==> src/rtl/core/mie_pkg.sv <==
// shared types and constants of the modular inverse core
package mie_pkg;

  localparam int unsigned DATA_W = 32;
  localparam int unsigned APB_DATA_W = 32;
  localparam int unsigned APB_ADDR_W = 3;
  localparam int unsigned REG_IDX_W = APB_ADDR_W - 2;
  localparam logic [REG_IDX_W-1:0] REG_MODULUS = REG_IDX_W'(0);
  localparam logic [DATA_W-1:0] MODULUS_RESET = DATA_W'(1000000007);

  typedef enum logic [2:0] {
    ST_IDLE,
    ST_CHECK,
    ST_DIVIDE,
    ST_REDUCE,
    ST_REDUCE_WAIT,
    ST_FINISH
  } seq_state_e;

  typedef struct packed {
    logic busy;
    logic done;
  } div_status_t;

endpackage

==> src/rtl/core/mie_divider.sv <==
// radix-2 restoring divider with a horner multiply of the quotient alongside
module mie_divider
  import mie_pkg::*;
#(
  parameter int unsigned NUM_W = 35,
  parameter int unsigned DEN_W = 32,
  parameter int unsigned ACC_W = 35
) (
  input  logic                    clk_i,
  input  logic                    rst_ni,
  input  logic                    start_i,
  input  logic [NUM_W-1:0]        num_i,
  input  logic [DEN_W-1:0]        den_i,
  input  logic signed [ACC_W-1:0] mul_i,
  output div_status_t             status_o,
  output logic [DEN_W-1:0]        rem_o,
  output logic signed [ACC_W-1:0] acc_o
);

  localparam int unsigned CNT_W = (NUM_W > 1) ? $clog2(NUM_W) : 1;
  localparam logic [CNT_W-1:0] CNT_LAST = CNT_W'(NUM_W - 1);

  logic                    busy_q, done_q;
  logic [CNT_W-1:0]        cnt_q;
  logic [NUM_W-1:0]        num_q;
  logic [DEN_W-1:0]        den_q, rem_q;
  logic signed [ACC_W-1:0] mul_q, acc_q;

  logic [DEN_W:0]          rem_sh;
  logic [DEN_W+1:0]        diff;
  logic                    qbit;
  logic [DEN_W-1:0]        rem_d;
  logic signed [ACC_W-1:0] acc_d;

  // one quotient bit per cycle, most significant first
  assign rem_sh = {rem_q, num_q[NUM_W-1]};
  assign diff   = {1'b0, rem_sh} - {2'b00, den_q};
  assign qbit   = ~diff[DEN_W+1];
  assign rem_d  = qbit ? diff[DEN_W-1:0] : rem_sh[DEN_W-1:0];
  assign acc_d  = (acc_q <<< 1) + (qbit ? mul_q : '0);

  always_ff @(posedge clk_i or negedge rst_ni) begin
    if (!rst_ni) begin
      busy_q <= 1'b0;
      done_q <= 1'b0;
      cnt_q  <= '0;
    end else begin
      done_q <= 1'b0;
      if (start_i) begin
        busy_q <= 1'b1;
        cnt_q  <= '0;
      end else if (busy_q) begin
        cnt_q <= cnt_q + 1'b1;
        if (cnt_q == CNT_LAST) begin
          busy_q <= 1'b0;
          done_q <= 1'b1;
        end
      end
    end
  end

  always_ff @(posedge clk_i) begin
    if (start_i) begin
      num_q <= num_i;
      den_q <= den_i;
      mul_q <= mul_i;
      rem_q <= '0;
      acc_q <= '0;
    end else if (busy_q) begin
      num_q <= {num_q[NUM_W-2:0], 1'b0};
      rem_q <= rem_d;
      acc_q <= acc_d;
    end
  end

  assign status_o.busy = busy_q;
  assign status_o.done = done_q;
  assign rem_o         = rem_q;
  assign acc_o         = acc_q;

endmodule

==> config.mk <==
export PLATFORM = sky130hd
export DESIGN_NAME = mie_divider
export DESIGN_NICKNAME = d
export VERILOG_FILES = /design/src/rtl/core/mie_pkg.sv /design/src/rtl/core/mie_divider.sv
export SDC_FILE = /design/constraint.sdc
export NUM_CORES = 1
export LEC_CHECK = 0
export BUFFER_PORTS_ARGS = -buffer_cell sky130_fd_sc_hd__buf_2
export CORE_ASPECT_RATIO = 1.4
export CORE_MARGIN = 1
export CORE_UTILIZATION = 50
export CTS_BUF_LIST = sky130_fd_sc_hd__clkbuf_8
export CTS_CLUSTER_DIAMETER = 150
export DETAILED_ROUTE_END_ITERATION = 10
export GPL_TIMING_DRIVEN = 0
export PLACE_DENSITY = 0.75
export REMOVE_ABC_BUFFERS = 1
export SETUP_SLACK_MARGIN = 0.02
export SYNTH_ARGS = -nofsm -noshare
export SYNTH_HDL_FRONTEND = slang
export SYNTH_SLANG_ARGS = --single-unit
==> constraint.sdc <==
create_clock -name clk_i -period 4.8 [get_ports clk_i]
set_input_delay 0.24 -clock clk_i [delete_from_list [all_inputs] [get_ports clk_i]]
set_output_delay 0.24 -clock clk_i [all_outputs]
set_load 0.01 [all_outputs]
=== Word level (Yosys, flattened, before mapping) ===
Index checks and enable logic that the tools add are counted.

* Add/sub/neg operators: 3
* Equal/unequal tests: 1
* Mux-type cells: 12
* Reductions and logical operators: 1

{| class="wikitable"
|+ Operators with widths
! operator !! count
|-
| 2-to-1 mux 35 bit || 3
|-
| adder 35 bit || 1
|-
| subtractor 33 x 32 -> 34 bit || 1
|-
| 2-to-1 mux 32 bit || 1
|-
| 2-to-1 mux 6 bit || 2
|-
| adder 6 x 1 -> 6 bit, second input constant || 1
|-
| equality test 6 bit, second input constant || 1
|-
| 2-to-1 mux 1 bit || 6
|-
| nonzero test 2 bit || 1
|}

* Register bits after elaboration: 177
* Input port bits: 105
* Output and inout port bits: 69
* Word-level logic and storage cells: 25

=== Depth between registers and ports, before layout ===
* Word-level depth: 4
* Gate-level depth with buffers: 24
* Depth with buffers taken out: 22

=== Worst setup path before layout ===
OpenSTA, ideal clock, no wires.

* Path type: reg2reg
* Start point: register rem_q[5] (netlist: rem_o[5])
* End point: register acc_q[29] (netlist: acc_o[29])
* Arrival time: 4563 ps
* Required time: 4683 ps
* Path slack: 120 ps
* Cell stages (with the launch flop): 22
* Path buffers: 3
* Clock period less this slack: 4680 ps
* Cell sequence: dfxtp_1 > ha_1 > a211oi_1 > o21ai_0 > a2111oi_0 > o21a_1 > o31ai_4 > a21boi_2 > o21a_1 > buf_6 > clkbuf_1 > nor2b_1 > ha_1 > clkbuf_1 > a21oi_1 > nand2_1 > o2111ai_1 > a311oi_1 > o2111ai_1 > nand3_1 > a311o_1 > a32o_1

* Cells in the longest elaborated chain, start to end: 3

{| class="wikitable"
|+ RTL lines
! element !! RTL line !! text
|-
| start, declared || mie_divider.sv:26 || <nowiki>logic [DEN_W-1:0] den_q, rem_q;</nowiki>
|-
| start signal, assigned || mie_divider.sv:71 || <nowiki>rem_q <= rem_d;</nowiki>
|-
| subtractor 33 x 32 -> 34 bit || mie_divider.sv:37 || <nowiki>assign diff = {1'b0, rem_sh} - {2'b00, den_q};</nowiki>
|-
| 2-to-1 mux 35 bit || mie_divider.sv:40 || <nowiki>assign acc_d = (acc_q <<< 1) + (qbit ? mul_q : '0);</nowiki>
|-
| adder 35 bit || mie_divider.sv:40 ||
|-
| end signal, assigned || mie_divider.sv:68 || <nowiki>acc_q <= '0;</nowiki>
|-
| end signal, assigned || mie_divider.sv:72 || <nowiki>acc_q <= acc_d;</nowiki>
|-
| end, declared || mie_divider.sv:27 || <nowiki>logic signed [ACC_W-1:0] mul_q, acc_q;</nowiki>
|}

Every way passes these cells.
A chain may end at the register's enable or synchronous reset.

=== Worst setup path in the final report ===
* Start point: register rem_q[5] (netlist: rem_o[5])
* End point: register acc_q[13] (netlist: acc_o[13])

The elaborated chain is that of the path after synthesis.

==> reports/results.tsv <==
stage	metric	value	unit
final_layout	nets@finish	1421	
critical_path	startpoint class of the critical path	flop	
clock_network	CTS Buffer Depth	2	
drt	DR iter-0 viols	382	
synth	ys flop type	edfxtp_1	
grt	initial antenna violation count	1	
die	Initial Utilization	51.0	%
die	die width	122	um
sta	PnR worst setup slack	0.0505	ns
synth	Syn Area/Cell	10.1	um2
sta	Final setup viols	0	
clock_network	# H-tree levels	4	
die	num rows	61	
synth	Yosys cell types	63	
drt	DR vias	8562	
clock_network	CTS clock-pin slew for the worst setup and hold paths	0.10	ns
placement	worst slack, placed	-0.869	ns
die	IO Count	174	
placement	Post-Place Cells	1388	
critical_path	required time of the worst setup path	5.19	ns
status	status	finished, final reports clean	
critical_path	slowest stage delay, CP	0.47	ns
drt	via/cell ratio	5.66	
grt	global route overflow	0	
pwr	Leak Pwr	6.01	nW
sta	Fmax achieved	211	MHz
pwr	PwrDens	399	nW/um2
flow_run	max cap viols	0	
synth	total number of yosys warnings	0	
final_layout	commonest non-fill, non-tap cell in the layout	buf_2	
drt	Routed WL	25.4	mm
final_layout	Synth-to-Final Area Change	28.2	%
die	Die Y-Extent	171	um
grt	vias in the first global route	8371	
critical_path	buffers and inverters on the worst path	3	
clock_network	Sink Count	177	
synth	EDFF count, synth	102	
synth	Seq/Total Area, Yosys	45.3	%
sta	final hold violations	0	
grt	first-pass GRT wire length	39.0	mm
final_layout	most frequent cells in the layout	172 x buf_2, 102 x edfxtp_1, 86 x nor2_1	
final_layout	fillers	1544	
sta	fin. max-slew vios	0	
sta	Layout Skew	0.0125	ns
clock_network	CTS tree	built	
drt	Antenna Nets Post-Route	0	
drt	drt pass-1 iters	5	
synth	Mapped Cells	1003	
final_layout	Finished Layout Cells	1513	
pwr	Max IR drop VDD	0.265	mV
synth	Seq cells post-synth	177	
die	die area	20900	um2
clock_network	clock root cell	clkbuf_8	
placement	Final GP Congestion	0.868	
critical_path	Top delay family on crit path	compound AO/OA/AOI/OAI gates	
placement	PortBufs	173	
sta	fin crit period	4.75	ns
die	core footprint	19900	um2
clock_network	Clock Latency Late Sink	0.48	ns
critical_path	Slowest cell on crit path	dfxtp_1	
critical_path	critical path class	reg2reg	
critical_path	Worst EP arrival	5.14	ns
drt	Routed wire per std cell	16.8	um
grt	largest net degree at the start of global routing	99	
sta	period utilization	98.9	%
critical_path	highest net fanout along the worst path	14	
sta	RSZ-0062 raised after global routing	yes	
sta	actual slew at the worst max-slew pin	1.29	ns
grt	GRT Overall Usage	23.9	%
critical_path	CP Capture Type	flop	
drt	drt drc	0	
critical_path	worst-path cell chain	ha_4, a211oi_4, o21ai_2, a2111oi_4, o21a_1, o31ai_4, a21boi_2, o21a_4, buf_12, clkbuf_16, nor2b_1, ha_1, o211ai_1, a21oi_4, buf_4, o211ai_1, a21boi_2, o21ai_2, a21boi_1, o21a_1, or3_1, a32o_1	
clock_network	Num CTS Buffers	17	
sta	Rel. slew slack	13.6	%
synth	Post-Syn Area	10200	um2
sta	TNS Setup	0	ns
synth	FFs w/ async S/R, synth	4.52	%
hold_path	Worst Hold Class	in2reg	
placement	DP Wirelength	16.3	mm
final_layout	share of layout cells above drive strength 1	26.7	%
## metal layers
metal / global-route usage (%) / wire length, um / vias to the layer above / part of all wire, %
met2: 45.2 / 13700 / 205 / 54
met5: 0 / 0 / - / 0
li1: - / - / 4173 / -
met1: 26.1 / 10300 / 4146 / 40
met3: 4.47 / 924 / 38 / 3.6
met4: 8.32 / 507 / 0 / 2.0
## cell families (layout without fill, tap and decap cells)
logic type	count (synthesis)	in the layout	synth area share, %
other	0	1	0
adder cells (fa/ha/maj)	69	69	8.65
buffers and inverters	93	350	3.78
XOR/XNOR	54	54	4.66
AND/OR/NAND/NOR	280	280	13.3
AO/OA/AOI/OAI	260	260	17.0
flip-flops	177	177	45.3
multiplexers	70	70	7.32
## area by class of cell
cell class                      count  area, um2  area share [%]
Sequential cell                   177       4610            35.4
Timing Repair Buffer              268       1860            14.3
Inverter                           50        188            1.44
Tap cell                          252        315            2.42
Clock buffer                       17        234            1.80
Multi-Input combinational cell    733       5630            43.2
Antenna cell                        1       2.50          0.0192
Clock inverter                     15        181            1.39
## cells in the mapped netlist (all sizes together) (4+ instances only)
library cell	count	area, um2
nand2	73	274
nor3	14	70.1
a21o	32	240
a2111oi	6	52.6
nor2	87	327
inv	50	188
mux2	34	383
a32oi	4	35.0
nor2b	36	225
o211ai	8	60.1
xor2	27	236
and2	5	31.3
nand3	10	50.1
a211oi	27	203
or3	8	50.1
edfxtp	102	3060
o21ai	49	245
dfxtp	67	1340
a311oi	6	52.6
dfrtp	8	200
a21oi	66	330
clkbuf	36	136
mux2i	36	360
o21a	10	75.1
and3	8	50.1
a31oi	12	75.1
xnor2	27	236
o2111ai	4	35.0
nand2b	9	56.3
nand4	12	75.1
ha	67	838
buf	7	60.1
a21boi	5	41.3
o31ai	8	73.8
o21bai	5	37.5
## flip-flops by register name (all words and copies together) (netlist names)
register and count:
acc_o 35, num_q 35, den_q 32, cnt_q 6, mul_q 35, done_q 1
rem_o 32, busy_q 1
## metrics by stage
step	cell area (um2)	total power [mW]	utilization (%)	hold WS [ns]
5_1_grt	13000	5.49	65.4	0.0242
6_report	13000	5.19	65.4	0.0505
4_1_cts	12500	5.00	62.9	0.0196
3_5_place_dp	11200	3.77	56.4	0.0963
2_1_floorplan	9960	3.25	-	-0.0556
3_3_place_gp	11100	3.73	55.9	0.0952
## final timing paths
kind / slack (ns) / from / endpoint / cells after the start
setup / recovery: 0.05 / rem_o[5] / acc_o[13] / 22
hold / removal: 0.05 / num_i[0] / num_q[0] / 2
setup reg to reg: 0.05 / rem_o[5] / acc_o[13] / 22
hold reg to reg: 0.48 / acc_o[25] / acc_o[25] / 2
max in group asynchronous: 4.48 / rst_ni / busy_q / 2
min in group asynchronous: 0.12 / rst_ni / done_q / 2
## power breakdown
group / internal [mW] / total, mW / switching [mW]
logic: 0.971 / 2.09 / 1.12
registers: 1.83 / 1.99 / 0.167
clock network: 0.523 / 1.11 / 0.583
total: 3.32 / 5.19 / 1.87
## repair_timing
item | 4_1_cts | 5_1_grt
cloned | 1 | 1
hold buffers | 68 | 0
endpoints found under the hold margin | 75 | 0
pin swaps | 9 | 31
resized for setup | 27 | 70
setup buffers | 7 | 15
endpoints found under the setup margin | 27 | 18
(Power assumes the default switching activity.)
