<file path="config.mk">
export PLATFORM = sky130hd
export DESIGN_NAME = mie_cfg_regs
export DESIGN_NICKNAME = d
export VERILOG_FILES = /design/src/rtl/core/mie_pkg.sv /design/src/rtl/core/mie_cfg_regs.sv
export SDC_FILE = /design/constraint.sdc
export NUM_CORES = 1
export LEC_CHECK = 0
export BUFFER_PORTS_ARGS = -buffer_cell sky130_fd_sc_hd__buf_2
export CAP_MARGIN = 15
export CORE_AREA = 2 2 65 67
export DETAILED_ROUTE_END_ITERATION = 10
export DIE_AREA = 0 0 67 69
export GPL_ROUTABILITY_DRIVEN = 0
export PLACE_DENSITY = 0.85
export SYNTH_ARGS = -nofsm -noshare
export SYNTH_HDL_FRONTEND = slang
export SYNTH_SLANG_ARGS = --single-unit
</file>
<file path="constraint.sdc">
create_clock -name clk_i -period 0.9 [get_ports clk_i]
set_input_delay 0.045 -clock clk_i [delete_from_list [all_inputs] [get_ports clk_i]]
set_output_delay 0.045 -clock clk_i [all_outputs]
set_load 0.01 [all_outputs]
</file>
<file path="src/rtl/core/mie_pkg.sv">
// shared types and constants of the modular inverse core
package mie_pkg;

  localparam int unsigned DATA_W = 32;
  localparam int unsigned APB_DATA_W = 32;
  localparam int unsigned APB_ADDR_W = 3;
  localparam int unsigned REG_IDX_W = APB_ADDR_W - 2;
  localparam logic [REG_IDX_W-1:0] REG_MODULUS = REG_IDX_W'(0);
  localparam logic [DATA_W-1:0] MODULUS_RESET = DATA_W'(1000000007);

  typedef enum logic [2:0] {
    ST_IDLE,
    ST_CHECK,
    ST_DIVIDE,
    ST_REDUCE,
    ST_REDUCE_WAIT,
    ST_FINISH
  } seq_state_e;

  typedef struct packed {
    logic busy;
    logic done;
  } div_status_t;

endpackage

</file>
<file path="src/rtl/core/mie_cfg_regs.sv">
// apb register file holding the modulus
module mie_cfg_regs
  import mie_pkg::*;
(
  input  logic                  clk_i,
  input  logic                  rst_ni,
  input  logic                  psel,
  input  logic                  penable,
  input  logic                  pwrite,
  input  logic [APB_ADDR_W-1:0] paddr,
  input  logic [APB_DATA_W-1:0] pwdata,
  output logic [APB_DATA_W-1:0] prdata,
  output logic                  pready,
  output logic [DATA_W-1:0]     modulus_o
);

  logic [DATA_W-1:0]    modulus_q, modulus_d;
  logic [REG_IDX_W-1:0] reg_idx;
  logic                 hit;

  assign reg_idx = paddr[APB_ADDR_W-1:2];
  assign hit     = (reg_idx == REG_MODULUS);
  assign pready  = 1'b1;

  always_comb begin
    modulus_d = modulus_q;
    if (psel && penable && pwrite && hit) begin
      modulus_d = pwdata[DATA_W-1:0];
    end
  end

  always_ff @(posedge clk_i or negedge rst_ni) begin
    if (!rst_ni) begin
      modulus_q <= MODULUS_RESET;
    end else begin
      modulus_q <= modulus_d;
    end
  end

  assign prdata    = hit ? APB_DATA_W'(modulus_q) : '0;
  assign modulus_o = modulus_q;

endmodule

</file>
# Word-level counts from Yosys, hierarchy flattened
# Index checks and enable logic that the tools add are counted.
# totals
regBits,32
latch_bits,0
ramBits,0
rom_bits,0
input_bits,40
output_inout_bits,65
elab_cells,6
mem_count,0
# op_classes
addsub,0
n_mul,0
div,0
magnitude_cmp,0
eq_ne,0
shifts,0
mux,1
bitwise_logic,1
n_reduce_logical,3
# op_table
operator,n
two-way mux 32 bit,1
logical AND 1 bit,3
inverter 1 bit,1

# Depth between registers and ports, before layout
# Gate-level depths: netlist of the first run.
# logic_depth
ltp_word,3
mapped_depth,3
mapped_depth_nobuf,2

# Least setup slack after synthesis of the first run
# Ideal clock, no wire load.
# synth_path
kind,input to register
startpoint,in paddr[2]
endpoint,"reg modulus_q[10], in the netlist modulus_o[10]"
setup_time_ps,125
t_arrival_ps,705
required_time_ps,775
path_slack_ps,70
cell_stages,3
path_buffers,1
path_cell_list,nand4b_4 > buf_6 > mux2_4
# synth_between
elab_chain_len,2
# synth_rtl
item,line_no,text
"start, declared",mie_cfg_regs.sv:10,"input logic [APB_ADDR_W-1:0] paddr,"
inverter 1 bit,mie_cfg_regs.sv:22,assign hit = (reg_idx == REG_MODULUS);
logical AND 1 bit,mie_cfg_regs.sv:27,if (psel && penable && pwrite && hit) begin
"end signal, assigned",mie_cfg_regs.sv:36,modulus_q <= modulus_d;
"end, declared",mie_cfg_regs.sv:17,"logic [DATA_W-1:0] modulus_q, modulus_d;"
# Every way passes these cells.
# A chain may end at the register's enable or synchronous reset.

# Final worst setup path of the first run
# layout_path
startpoint,"reg modulus_q[28], in the netlist modulus_o[28]"
endpoint,out prdata[28]
# layout_between
elab_chain_len,1
# layout_rtl
item,line_no,text
two-way mux 32 bit,mie_cfg_regs.sv:40,assign prdata = hit ? APB_DATA_W'(modulus_q) : '0;
"end, declared",mie_cfg_regs.sv:12,"output logic [APB_DATA_W-1:0] prdata,"
# Every way passes these cells.

==> results of run 1 <==
==> cell families after synthesis <==
kind of cell / count (synthesis) / share of synthesized area
buf+inv: 7 / 0.0334
flops: 32 / 0.521
mux: 32 / 0.300
other cells: 1 / 0.00238
simple gates: 33 / 0.142
==> synthesized netlist by cell type <==
master / n
buf_4: 1
mux2_2: 2
dfrtp_1: 16
nor2b_1: 32
conb_1: 1
dfstp_2: 16
clkbuf_1: 3
buf_6: 3
nand4b_4: 1
mux2_4: 30
==> per-layer routing <==
layer  GRT usage  part of all wire
met2       0.364              0.52
met5           0                 0
met4      0.0680             0.024
met1       0.253              0.38
met3      0.0701             0.079
==> per-stage QoR <==
stage / cells / util / area, um2 / TNS [ns]
2_1_floorplan: 105 / - / 1570 / 0
3_3_place_gp: 254 / 0.553 / 2160 / -1.16
3_5_place_dp: 254 / 0.553 / 2160 / -1.62
4_1_cts: 302 / 0.700 / 2740 / -7.18
5_1_grt: 320 / 0.773 / 3030 / -10.55
6_report: 320 / 0.773 / 3030 / -8.79
==> power by group through the flow <==
stage	Clock [mW]	Sequential [mW]	Combinational [mW]
after detailed placement	0	2.12	1.62
after global placement	0	2.13	1.58
after global routing	1.31	2.19	2.88
after CTS	1.23	2.12	2.09
final	1.22	2.16	2.73
after floorplan	0	2.26	0.778
==> worst max-delay path: stages (launching register included) <==
cell	delay, ns
dfstp_2	0.56
nor2b_1	0.13
buf_2	0.16
==> what timing repair did <==
action,CTS,global route
hold endpoints to repair,59,1
hold buffers,28,1
buffers inserted,12,19
endpoints found under the setup margin,48,60
gates resized for setup,18,35
==> path summary, 6_finish.rpt <==
check | endpoint | depth (start not counted)
max reg2reg | modulus_o[13] | 3
min | modulus_o[11] | 2
min reg2reg | modulus_o[12] | 1
max in group asynchronous | modulus_o[25] | 3
min in group asynchronous | modulus_o[6] | 3
max | prdata[28] | 2
==> layout make-up <==
cell class / instances / area (um2) / area share
Multi-Input combinational cell: 66 / 739 / 0.244
Sequential cell: 32 / 821 / 0.271
Timing Repair Buffer: 164 / 1300 / 0.431
Clock buffer: 8 / 100 / 0.0331
Tap cell: 50 / 62.6 / 0.0207
==> run_results.csv, run 1 <==
group,metric,value,unit
place,dp_hpwl,2530,um
worst_setup_path,path_max_fanout,3,
pwr,p_per_area,2020,mW/mm2
synth,seq_area_frac_synth,0.521,
synth,synth_cell_types,10,
run_status,failed_checks,"negative setup slack",
drt,wl_per_cell,17.9,um
worst_setup_path,startpoint,"modulus_o[28]",
timing,setup_viol,63,
timing,worst_slack,-0.292,ns
synth,synthCells,105,
timing,skew,0,ns
worst_setup_path,ff2ff_setup_slack,-0.10,ns
final_layout,largest_reg_flops,32,
worst_setup_path,worst_setup_path_end_kind,"output pin",
global_route,grt_pass1_vias,1473,
clock_network,clk_pin_slew,0.07,ns
drt,drtAntennaViolNets,0,
global_route,grt_use_total,0.215,
pwr,total_leakage_power,1.62,nW
synth,yosysWarnings,0,
timing,finalHoldViolCount,0,
synth,synth_area_leader_cell,"mux2_4",
synth,synth_area_leaders,"mux2_4 29%, dfstp_2 27%, dfrtp_1 25%",
clock_network,clock_path_buffers,2,
worst_setup_path,cp.arrival,1.15,ns
final_layout,fin_nets,309,
clock_network,cts_made_buffers,5,
floorplanning,core,0.00391,mm2
clock_network,htree_levels,2,
final_layout,diodes,0,
timing,rsz0062_at_grt,"true",
global_route,grt_max_degree,33,
floorplanning,die_h,69,um
pwr,combPwrFrac,0.447,
floorplanning,rows,23,
drt,drc,0,
synth,synth_seq_cells,32,
synth,post_synth.cell_area_avg,15.0,um2
drt,dr.pass1.iters,4,
timing,whs,0.00285,ns
drt,vias,1534,
final_layout,layout_commonest_cell,"buf_2",
final_layout,area_growth,92.3,%
final_layout,layout-drive-gt1-share,0.730,
worst_setup_path,crit_path_start_kind,"flip-flop",
global_route,grt_pass1_wl,7370,um
clock_network,cts_sinks,32,
drt,viasPerCell,4.79,
floorplanning,ios,105,
final_layout,fillers,212,
pwr,p_clk_frac,0.199,
final_layout,final_cell_mix,"75 x buf_2, 40 x buf_6, 31 x mux2_4",
worst_hold_path,min_from,"pwdata[11]",
drt,initialDrtViolationCount,39,
floorplanning,initial_core_util,0.402,
synth,syn_nets,145,
clock_network,clk_latency,0.29,ns
pwr,vdd_ir_drop_max,1.44,mV
timing,slew_violations,0,
floorplanning,die_w,67,um
pwr,internal-power,4.34,mW
place,post-place-ws,-0.0797,ns
worst_setup_path,crit_required,0.85,ns
clock_network,cts_root_buf,"clkbuf_8",
place,io_buffers,101,
worst_hold_path,min_path_type,"input port to flip-flop",
synth,netlist_area,0.00157,mm2
worst_setup_path,reg2reg_from,"modulus_o[13]",
synth,synth_top_area_frac,0.286,
timing,min_period,1.19,ns
global_route,grt_antenna_before_repair,0,
global_route,overflow,0,
drt,postRouteWirelength,5720,um
timing,period_share,1.32,
timing,fmax,839,MHz
clock_network,cts_tree,"built",
pwr,finalPower,6.11,mW
worst_setup_path,critical_path_class,"flip-flop to output pin",
run_status,outcome,"complete, but fails checks",
floorplanning,dieArea,0.00462,mm2
pwr,seqPwrFrac,0.354,
pwr,swShare,0.290,
pwr,p_switching,1.77,mW
flow_run,cap_violations,0,
Note: power is estimated with default switching activity, not from simulation.
==> run 2: changes to the inputs <==
Settings changed: GPL_TIMING_DRIVEN from default to 0.
==> run 2 against run 1 <==
- worst hold slack better by 0.21 ns
- the flow still finishes with violations (negative setup slack)
- setup slack worse by 0.016 ns
- count of clock-buffer cells in the layout did not move
- highest routed layer unchanged
- routed wire length is 15% higher
- first-iteration DRC count is 5.1% higher
==> run_results.csv, run 2 (synthesis gave the netlist of run 1 again) <==
group,metric,value,unit
run_status,outcome,"complete, but fails checks",
run_status,failed_checks,"negative setup slack",
flow_run,cap_violations,0,
final_layout,layout-drive-gt1-share,0.752,
drt,postRouteWirelength,6610,um
worst_setup_path,timing.rr.end,"modulus_o[2]",
global_route,grt_max_degree,33,
global_route,grt_use_total,0.235,
floorplanning,die_h,69,um
worst_hold_path,min_path_type,"input port to flip-flop",
place,placed_area,0.00214,mm2
clock_network,clock_path_buffers,2,
worst_setup_path,critical_path_class,"flip-flop to output pin",
final_layout,stdcell_area,0.00318,mm2
clock_network,htree_levels,2,
worst_setup_path,crit_path_start_kind,"flip-flop",
timing,finalHoldViolCount,0,
worst_setup_path,crit_required,0.85,ns
global_route,grt_antenna_before_repair,0,
drt,dr.pass1.iters,4,
final_layout,layout_commonest_cell,"buf_2",
pwr,finalPower,6.31,mW
final_layout,area_growth,102,%
timing,finalSetupTns,-8.96,ns
clock_network,cts_made_buffers,5,
floorplanning,die_w,67,um
floorplanning,ios,105,
pwr,vdd_ir_drop_max,1.63,mV
timing,setup_viol,67,
drt,viasPerCell,4.91,
drt,vias,1610,
clock_network,cts_root_buf,"clkbuf_8",
final_layout,fin_nets,317,
floorplanning,core,0.00391,mm2
worst_setup_path,ff2ff_setup_slack,-0.06,ns
final_layout,diodes,0,
worst_setup_path,reg2reg_from,"modulus_o[2]",
final_layout,multi_input_area,803,um2
clock_network,cts_tree,"built",
global_route,overflow,0,
clock_network,cts_sinks,32,
place,dp_hpwl,2580,um
worst_hold_path,holdPathEnd,"modulus_o[31]",
floorplanning,dieArea,0.00462,mm2
clock_network,clk_latency,0.28,ns
worst_hold_path,min_from,"penable",
drt,initialDrtViolationCount,41,
timing,skew,0,ns
timing,slew_violations,0,
floorplanning,rows,23,
pwr,total_leakage_power,1.68,nW
timing,rsz0062_at_grt,"true",
timing,worst_slack,-0.308,ns
worst_setup_path,path_max_fanout,3,
clock_network,clk_pin_slew,0.07,ns
worst_setup_path,cp.arrival,1.16,ns
drt,wl_per_cell,20.1,um
timing,min_period,1.21,ns
timing,fmax,828,MHz
timing,period_share,1.34,
place,post-place-ws,-0.148,ns
worst_setup_path,reg2reg_depth,3,
global_route,grt_pass1_wl,7980,um
final_layout,final_cell_mix,"69 x buf_2, 56 x buf_6, 33 x dlygate4sd3_1",
drt,drc,0,
worst_setup_path,worst_setup_path_end_kind,"output pin",
drt,drtAntennaViolNets,0,
pwr,p_per_area,1990,mW/mm2
floorplanning,initial_core_util,0.402,
final_layout,largest_reg_flops,32,
place,io_buffers,101,
global_route,grt_pass1_vias,1580,
final_layout,fillers,195,
worst_hold_path,holdPathStages,3,
final_layout,register_area,821,um2
==> run 2: changes by cell type in the layout (fill, tap and decap cells not counted), moves of 3 or more <==
cell | before | now
nor2b_4 | 4 | 13
nor2b_1 | 26 | 17
buf_6 | 40 | 56
dlygate4sd3_1 | 29 | 33
buf_12 | 3 | 0
buf_4 | 17 | 10
buf_2 | 75 | 69
clkbuf_2 | 0 | 3
==> run 2: area by class of cell <==
cell class	instances	share of cell area
Tap cell	50	0.0197
Multi-Input combinational cell	66	0.253
Buffer	7	0.0177
Timing Repair Buffer	165	0.424
Sequential cell	32	0.258
Clock buffer	8	0.0283
==> run 2: worst max path at each step <==
stage,startpoint,to,slack (ns),cells after the start
2_1_floorplan,paddr[2],modulus_o[10],0.07,3
3_3_place_gp,paddr[2],modulus_o[16],-0.15,4
3_5_place_dp,paddr[2],modulus_o[21],-0.15,4
4_1_cts,modulus_o[1],prdata[1],-0.24,2
5_1_grt,modulus_o[2],prdata[2],-0.36,2
6_report,modulus_o[9],prdata[9],-0.31,2
==> run 2: metal layers <==
metal  vias to the layer above  routed length (um)  global-route usage
met1                       799                2470               0.266
li1                        686                   -                   -
met3                        23                 440              0.0701
met2                       102                3470               0.420
met5                         -                   0                   0
met4                         0                 232              0.0590
==> run 2: timing repair <==
item | 4_1_cts | 5_1_grt
endpoints found under the hold margin | 46 | 2
buffers inserted | 18 | 15
hold buffers | 31 | 2
gates resized for setup | 18 | 71
gates cloned | 0 | 0
endpoints found under the setup margin | 48 | 79
==> run 2: critical path: stages (launching register included) <==
cell and delay, ns:
dfstp_2 0.56, nor2b_1 0.16, buf_2 0.16
==> run 2: per-stage QoR <==
step | hold WS, ns | util | instances
6_report | 0.218 | 0.813 | 328
5_1_grt | 0.213 | 0.813 | 328
4_1_cts | 0.000422 | 0.708 | 313
3_5_place_dp | 0.128 | 0.547 | 256
3_3_place_gp | 0.116 | 0.547 | 256
2_1_floorplan | -0.251 | - | 105
==> run 2: power breakdown <==
part           internal [mW]  switching, mW  total [mW]  leakage (nW)
Combinational           1.92           1.05        2.96          1.28
Sequential              1.88          0.313        2.19         0.360
Clock                  0.624          0.535        1.16        0.0455
==> run 3: changes to the inputs <==
Settings changed: SETUP_SLACK_MARGIN from default to 0.05.
==> run 3 against run 2 <==
- the run still ends with negative setup slack left
- setup slack got worse by 0.0093 ns
- sequential cell count did not move
- die area did not move
- critical endpoint is now prdata[2]
- largest power group unchanged
==> run_results.csv, run 3 (synthesis gave the netlist of run 1 again) <==
group,metric,value,unit
worst_setup_path,crit_required,0.85,ns
worst_setup_path,crit_path_start_kind,"flip-flop",
timing,finalSetupTns,-9.66,ns
timing,setup_viol,71,
floorplanning,ios,105,
global_route,grt_antenna_before_repair,1,
clock_network,clk_pin_slew,0.08,ns
drt,dr.pass1.iters,4,
clock_network,clock_path_buffers,2,
worst_setup_path,cp.arrival,1.17,ns
run_status,failed_checks,"negative setup slack",
drt,vias,1605,
clock_network,cts_sinks,32,
global_route,overflow,0,
final_layout,fin_nets,318,
pwr,vdd_ir_drop_max,1.60,mV
timing,finalHoldViolCount,0,
flow_run,cap_violations,0,
final_layout,area_growth,103,%
worst_hold_path,min_path_type,"input port to flip-flop",
worst_setup_path,path_max_fanout,3,
global_route,grt_use_total,0.235,
clock_network,htree_levels,2,
drt,postRouteWirelength,7000,um
floorplanning,dieArea,0.00462,mm2
place,numPlacedInstances,256,
run_status,outcome,"complete, but fails checks",
place,dp_hpwl,2580,um
drt,initialDrtViolationCount,48,
floorplanning,initial_core_util,0.402,
final_layout,largest_reg_flops,32,
timing,skew,0,ns
global_route,grt_pass1_wl,7980,um
timing,rsz0062_at_grt,"true",
timing,worst_slack,-0.317,ns
pwr,p_per_area,2010,mW/mm2
final_layout,final_cells,330,
floorplanning,rows,23,
floorplanning,die_h,69,um
drt,drc,0,
timing,whs,0.202,ns
timing,fmax,822,MHz
clock_network,cts_root_buf,"clkbuf_8",
timing,slew_violations,0,
clock_network,clk_latency,0.29,ns
clock_network,cts_made_buffers,5,
drt,viasPerCell,4.86,
worst_setup_path,worst_setup_path_end_kind,"output pin",
final_layout,layout_commonest_cell,"buf_2",
timing,period_share,1.35,
pwr,total_leakage_power,1.69,nW
final_layout,final_cell_mix,"68 x buf_2, 57 x buf_6, 33 x dlygate4sd3_1",
floorplanning,die_w,67,um
place,io_buffers,101,
worst_setup_path,critical_path_class,"flip-flop to output pin",
floorplanning,core,0.00391,mm2
global_route,grt_max_degree,33,
drt,wl_per_cell,21.2,um
global_route,grt_pass1_vias,1580,
final_layout,layout-drive-gt1-share,0.753,
timing,min_period,1.22,ns
clock_network,cts_tree,"built",
drt,drtAntennaViolNets,0,
[run 3: cell types whose count changed in the layout (fill, tap and decap cells not counted), sizes merged]
cell	delta
buf	+1
diode	+1
[run 3: per-layer routing]
metal | share of wire | GRT usage
met5 | 0 | 0
met4 | 0.031 | 0.0590
met3 | 0.072 | 0.0701
met2 | 0.53 | 0.420
met1 | 0.37 | 0.266
[run 3: timing repair]
item,4_1_cts,5_1_grt
buffers inserted,18,16
gates resized for setup,18,72
pin swaps,0,0
endpoints found under the hold margin,46,2
hold buffers,31,2
endpoints found under the setup margin,64,106
[run 3: final timing paths]
kind	endpoint	cells past startpoint	slack, ns	start
max	prdata[2]	2	-0.32	modulus_o[2]
min	modulus_o[31]	3	0.20	penable
max reg2reg	modulus_o[12]	3	-0.10	modulus_o[12]
min reg2reg	modulus_o[21]	1	0.53	modulus_o[21]
max in group asynchronous	modulus_o[19]	2	0.28	rst_ni
min in group asynchronous	modulus_o[8]	2	0.26	rst_ni
[run 3: final cells by class]
cell class	instances	area [um2]
Fill cell	200	717
Sequential cell	32	821
Clock buffer	8	90.1
Multi-Input combinational cell	66	803
Timing Repair Buffer	166	1360
Buffer	7	56.3
Tap cell	50	62.6
Antenna cell	1	2.50
[run 3: power breakdown]
| part | switching [mW] | internal, mW | total, mW | leakage, nW |
|---|---|---|---|---|
| logic | 1.07 | 1.94 | 3.01 | 1.28 |
| clock network | 0.578 | 0.625 | 1.20 | 0.0455 |
| registers | 0.324 | 1.88 | 2.20 | 0.360 |
| total | 1.98 | 4.44 | 6.42 | 1.69 |
[run 3: stage by stage]
stage / total power [mW] / utilization / setup slack, ns / instance area, um2
2_1_floorplan: 3.03 / - / 0.0703 / 1570
3_3_place_gp: 3.69 / 0.547 / -0.145 / 2140
3_5_place_dp: 3.73 / 0.547 / -0.148 / 2140
4_1_cts: 5.45 / 0.708 / -0.236 / 2770
5_1_grt: 6.64 / 0.817 / -0.333 / 3200
6_report: 6.42 / 0.817 / -0.317 / 3200
[run 3: worst max-delay path, stage by stage, from the launching register on]
cell,delay (ns)
dfstp_2,0.56
nor2b_1,0.16
buf_2,0.16
